File: config.mk
export PLATFORM = sky130hd
export DESIGN_NAME = dorb_ctrl
export DESIGN_NICKNAME = d
export VERILOG_FILES = /design/src/dorb_pkg.sv /design/src/dorb_ctrl.sv
export SDC_FILE = /design/constraint.sdc
export NUM_CORES = 1
export LEC_CHECK = 0
export BUFFER_PORTS_ARGS = -buffer_cell sky130_fd_sc_hd__buf_2
export CAP_MARGIN = 10
export CELL_PAD_IN_SITES_DETAIL_PLACEMENT = 1
export CELL_PAD_IN_SITES_GLOBAL_PLACEMENT = 2
export CORE_ASPECT_RATIO = 1.4
export CORE_MARGIN = 4
export CORE_UTILIZATION = 19
export DETAILED_ROUTE_END_ITERATION = 16
export GPL_ROUTABILITY_DRIVEN = 0
export GPL_TIMING_DRIVEN = 0
export PLACE_DENSITY = 0.74
export SKIP_CTS_REPAIR_TIMING = 1
export SLEW_MARGIN = 20
export SYNTH_ARGS = -nofsm -noshare
export SYNTH_HDL_FRONTEND = slang
export SYNTH_SLANG_ARGS = --single-unit
File: constraint.sdc
create_clock -name clk_i -period 1.35 [get_ports clk_i]
set_clock_uncertainty 0.2 [all_clocks]
set_input_delay 0.135 -clock clk_i [delete_from_list [all_inputs] [get_ports clk_i]]
set_output_delay 0.135 -clock clk_i [all_outputs]
set_load 0.05 [all_outputs]
File: src/dorb_pkg.sv
// dorb_pkg: shared constants, codes and control/status structs for the
// open-row buffer controller. No dependencies.
package dorb_pkg;

  // Geometry: both counts are powers of two.
  localparam int ROW_COUNT     = 1024;
  localparam int WORDS_PER_ROW = 256;

  localparam int ROW_W   = $clog2(ROW_COUNT);
  localparam int COL_W   = $clog2(WORDS_PER_ROW);
  localparam int ARR_AW  = ROW_W + COL_W;
  localparam int ROW_SH  = COL_W + 2;
  localparam logic [31:0] ARRAY_BYTES = 32'(ROW_COUNT * WORDS_PER_ROW * 4);

  localparam int DELAY_W  = 10;
  localparam int CYCLES_W = 12;

  // Request kinds
  localparam logic [1:0] FUNC_READ  = 2'd0;
  localparam logic [1:0] FUNC_WRITE = 2'd1;
  localparam logic [1:0] FUNC_FLUSH = 2'd2;

  // Result status codes
  localparam logic [1:0] STATUS_OK        = 2'd0;
  localparam logic [1:0] STATUS_RANGE     = 2'd1;
  localparam logic [1:0] STATUS_UNALIGNED = 2'd2;

  // Configuration register indexes
  localparam logic REG_ROW_DELAY = 1'b0;
  localparam logic REG_COL_DELAY = 1'b1;

  localparam logic [DELAY_W-1:0] ROW_DELAY_RST = DELAY_W'(10);
  localparam logic [DELAY_W-1:0] COL_DELAY_RST = DELAY_W'(2);

  typedef struct packed {
    logic capture;   // take the input item
    logic cnt_clr;   // restart the sweep counter
    logic clear_en;  // reset-time clearing pass step
    logic wb_en;     // row buffer to array sweep step
    logic ld_en;     // array to row buffer sweep step
    logic col_en;    // column access
    logic finish;    // commit state, load the result register
  } ctl_cmd_t;

  typedef struct packed {
    logic is_flush;
    logic access_ok;
    logic row_hit;
    logic row_open;
    logic sweep_last;
    logic clear_last;
    logic out_free;
  } dp_status_t;

endpackage

File: src/dorb_ctrl.sv
// dorb_ctrl: sequencer for clearing, writeback, row load and column access.
// Depends on dorb_pkg.
module dorb_ctrl (
  input  logic                clk_i,
  input  logic                rst_ni,
  input  logic                in_valid_i,
  output logic                in_ready_o,
  input  dorb_pkg::dp_status_t sts_i,
  output dorb_pkg::ctl_cmd_t  cmd_o
);

  localparam logic [2:0] S_CLEAR = 3'd0;
  localparam logic [2:0] S_IDLE  = 3'd1;
  localparam logic [2:0] S_DEC   = 3'd2;
  localparam logic [2:0] S_WB    = 3'd3;
  localparam logic [2:0] S_LD    = 3'd4;
  localparam logic [2:0] S_COL   = 3'd5;
  localparam logic [2:0] S_FIN   = 3'd6;

  logic [2:0] state_q, state_d;

  always_comb begin
    state_d    = state_q;
    cmd_o      = '0;
    in_ready_o = 1'b0;
    case (state_q)
      S_CLEAR: begin
        cmd_o.clear_en = 1'b1;
        if (sts_i.clear_last) begin
          state_d = S_IDLE;
        end
      end
      S_IDLE: begin
        in_ready_o = 1'b1;
        if (in_valid_i) begin
          cmd_o.capture = 1'b1;
          state_d       = S_DEC;
        end
      end
      S_DEC: begin
        cmd_o.cnt_clr = 1'b1;
        if (sts_i.is_flush) begin
          state_d = sts_i.row_open ? S_WB : S_FIN;
        end else if (sts_i.access_ok) begin
          if (sts_i.row_hit) begin
            state_d = S_COL;
          end else begin
            state_d = sts_i.row_open ? S_WB : S_LD;
          end
        end else begin
          state_d = S_FIN;
        end
      end
      S_WB: begin
        cmd_o.wb_en = 1'b1;
        if (sts_i.sweep_last) begin
          cmd_o.cnt_clr = 1'b1;
          state_d       = sts_i.is_flush ? S_FIN : S_LD;
        end
      end
      S_LD: begin
        cmd_o.ld_en = 1'b1;
        if (sts_i.sweep_last) begin
          cmd_o.cnt_clr = 1'b1;
          state_d       = S_COL;
        end
      end
      S_COL: begin
        cmd_o.col_en = 1'b1;
        state_d      = S_FIN;
      end
      S_FIN: begin
        if (sts_i.out_free) begin
          cmd_o.finish = 1'b1;
          state_d      = S_IDLE;
        end
      end
      default: begin
        state_d = S_IDLE;
      end
    endcase
  end

  always_ff @(posedge clk_i or negedge rst_ni) begin
    if (!rst_ni) begin
      state_q <= S_CLEAR;
    end else begin
      state_q <= state_d;
    end
  end

endmodule

==> flow_summary.json <==
{
  "run_status": "finished, violations left",
  "violations": "negative setup slack",
  "critPathRequiredTime_ps": 1010,
  "largest_register_ffs": 3,
  "finalHoldViolCount": 0,
  "grt_pass1_vias": 460,
  "ir_worst_vdd_v": 0.000944,
  "seq_area_sq_um": 76.3,
  "multi_input_area_sq_um": 293,
  "num_io_pins": 18,
  "antenna_found_initial": 0,
  "finalPower_mw": 1.87,
  "wl_per_cell_microns": 13.0,
  "track_usage": 0.100,
  "fin_nets": 86,
  "grt_overflow": 0,
  "crit_arrival_ps": 1350,
  "tightestPinTransition_ps": 196,
  "synth_seq_cells": 3,
  "core-area_sq_um": 1760,
  "syn_inst": 45,
  "cap_violations": 0,
  "reg_top3": "state_q (3)",
  "die_w_microns": 44.4,
  "die_area_sq_um": 2610,
  "end_kind": "primary output",
  "area_delta_synth_final_pct": 96.1,
  "yosysWarnings": 0,
  "worst_slack_ps": -334,
  "synthesis.nets": 55,
  "grt_pass1_wl_microns": 1880,
  "clk-insertion-delay-late_ps": 250,
  "setup_viol": 10,
  "fillers": 213,
  "ys_types": 29,
  "mostFrequentLayoutCells": "buf_6 (9), buf_2 (9), buf_4 (7)",
  "dr.pass1.iters": 3,
  "clkTransAtPathRegs_ps": 40,
  "io_buffers": 17,
  "holdWs_ps": 13.8,
  "slew_violations": 0,
  "leakage_nw": 0.321,
  "clock-sinks": 3,
  "max-slew-margin-rel": 0.868,
  "setup_tns_ps": -2520,
  "cts_tree": "done",
  "cts_buffer_depth": 2,
  "hpwl_microns": 843,
  "rsz0062_at_grt": "true",
  "regMostFlops": "state_q",
  "min_period_over_period": 1.25,
  "dieHeight_microns": 58.9,
  "numCtsBuffers": 3,
  "diodes": 0,
  "synth_area_sq_um": 352,
  "htreeDepth": 1,
  "clock_tree.root_cell": "clkbuf_4",
  "wl_microns": 1230,
  "drtAntennaViolNets": 0,
  "syn_area_per_cell_sq_um": 7.81,
  "row_count": 18,
  "drc": 0,
  "start_util": 0.200,
  "fin_crit_ps": 1680,
  "first_iter_violations": 2,
  "worstSetupPathType": "reg2out",
  "layout-drive-gt1-share": 0.613,
  "max_freq_ghz": 0.594,
  "cellPowerDensity_nw_per_um2": 2710,
  "avgViaCountPerCell": 4.83,
  "yosysSeqAreaShare": 0.214,
  "hold_class": "in2async",
  "cp-start-kind": "flip-flop",
  "num_vias": 459,
  "worstPathMaxFanout": 5,
  "grt_max_degree": 11
}
## cell usage after synthesis
cell type,count,area share
a21boi_1,1,0.021
inv_1,4,0.043
nor3_1,1,0.014
nor3b_2,1,0.036
o22ai_1,1,0.018
o21ai_1,2,0.028
o21ai_0,2,0.028
buf_6,1,0.032
mux2_1,2,0.064
o32a_1,1,0.028
buf_2,2,0.028
o211a_1,1,0.028
and4_1,1,0.025
nor2b_1,2,0.036
a221o_1,1,0.028
a21boi_0,1,0.021
o221ai_1,1,0.025
and2_1,1,0.018
or2b_2,1,0.025
o31ai_1,1,0.021
nand2_1,2,0.021
nand2b_1,2,0.036
dfrtp_1,3,0.21
or2b_1,1,0.021
o211ai_1,1,0.021
a22oi_1,1,0.021
nor2_1,5,0.053
or3b_1,1,0.025
and3_1,1,0.018
## worst max-delay path: stages, from the launching register on
cell,delay [ps]
dfrtp_1,420
or2b_4,300
nor2_4,100
and2_4,150
buf_8,140
## final timing paths
check | startpoint | end | slack, ps | depth (start not counted)
worst max-delay path | state_q[2]$_DFFE_PN0P_ | cmd_o[6] | -330 | 4
worst min-delay path | rst_ni | state_q[2]$_DFFE_PN0P_ | 10 | 2
worst max register to register | state_q[1]$_DFFE_PN0P_ | state_q[1]$_DFFE_PN0P_ | -190 | 4
worst min register to register | state_q[1]$_DFFE_PN0P_ | state_q[0]$_DFFE_PN0P_ | 490 | 2
max in group asynchronous | rst_ni | state_q[1]$_DFFE_PN0P_ | 810 | 2
min in group clk_i | sts_i[3] | state_q[2]$_DFFE_PN0P_ | 30 | 3
## logic make-up after synthesis
logic type / Yosys count / share of synthesized area
flops: 3 / 0.214
buf+inv: 7 / 0.103
mux: 2 / 0.0641
compound gates: 14 / 0.292
simple gates: 19 / 0.327
## power by group
part / total (mW) / internal [mW] / switching [mW]
combinational: 1.50 / 0.701 / 0.796
sequential: 0.204 / 0.143 / 0.0611
clock: 0.167 / 0.111 / 0.0557
total: 1.87 / 0.955 / 0.912
## cell type report
type / count / share of cell area
multi-input cells: 35 / 0.425
inverters: 4 / 0.0218
clock buffers: 4 / 0.0381
flip-flops and latches: 3 / 0.111
well taps: 20 / 0.0363
repair buffers: 26 / 0.319
plain buffers: 3 / 0.0490
## routing by layer
layer,global-route usage,part of all wire
met3,0.0306,0.051
met1,0.0929,0.38
met2,0.171,0.54
met4,0.0905,0.033
met5,0,0
## through the flow
step	utilization	cell area, sq um	cells	worst slack (ps)
final	0.392	689	95	-334
after global routing	0.392	689	95	-394
after CTS	0.306	538	86	-501
after detailed placement	0.291	512	82	-233
after global placement	0.291	512	82	-229
after floorplan	-	402	45	-402
No activity file was read; power rests on OpenSTA's default activity.
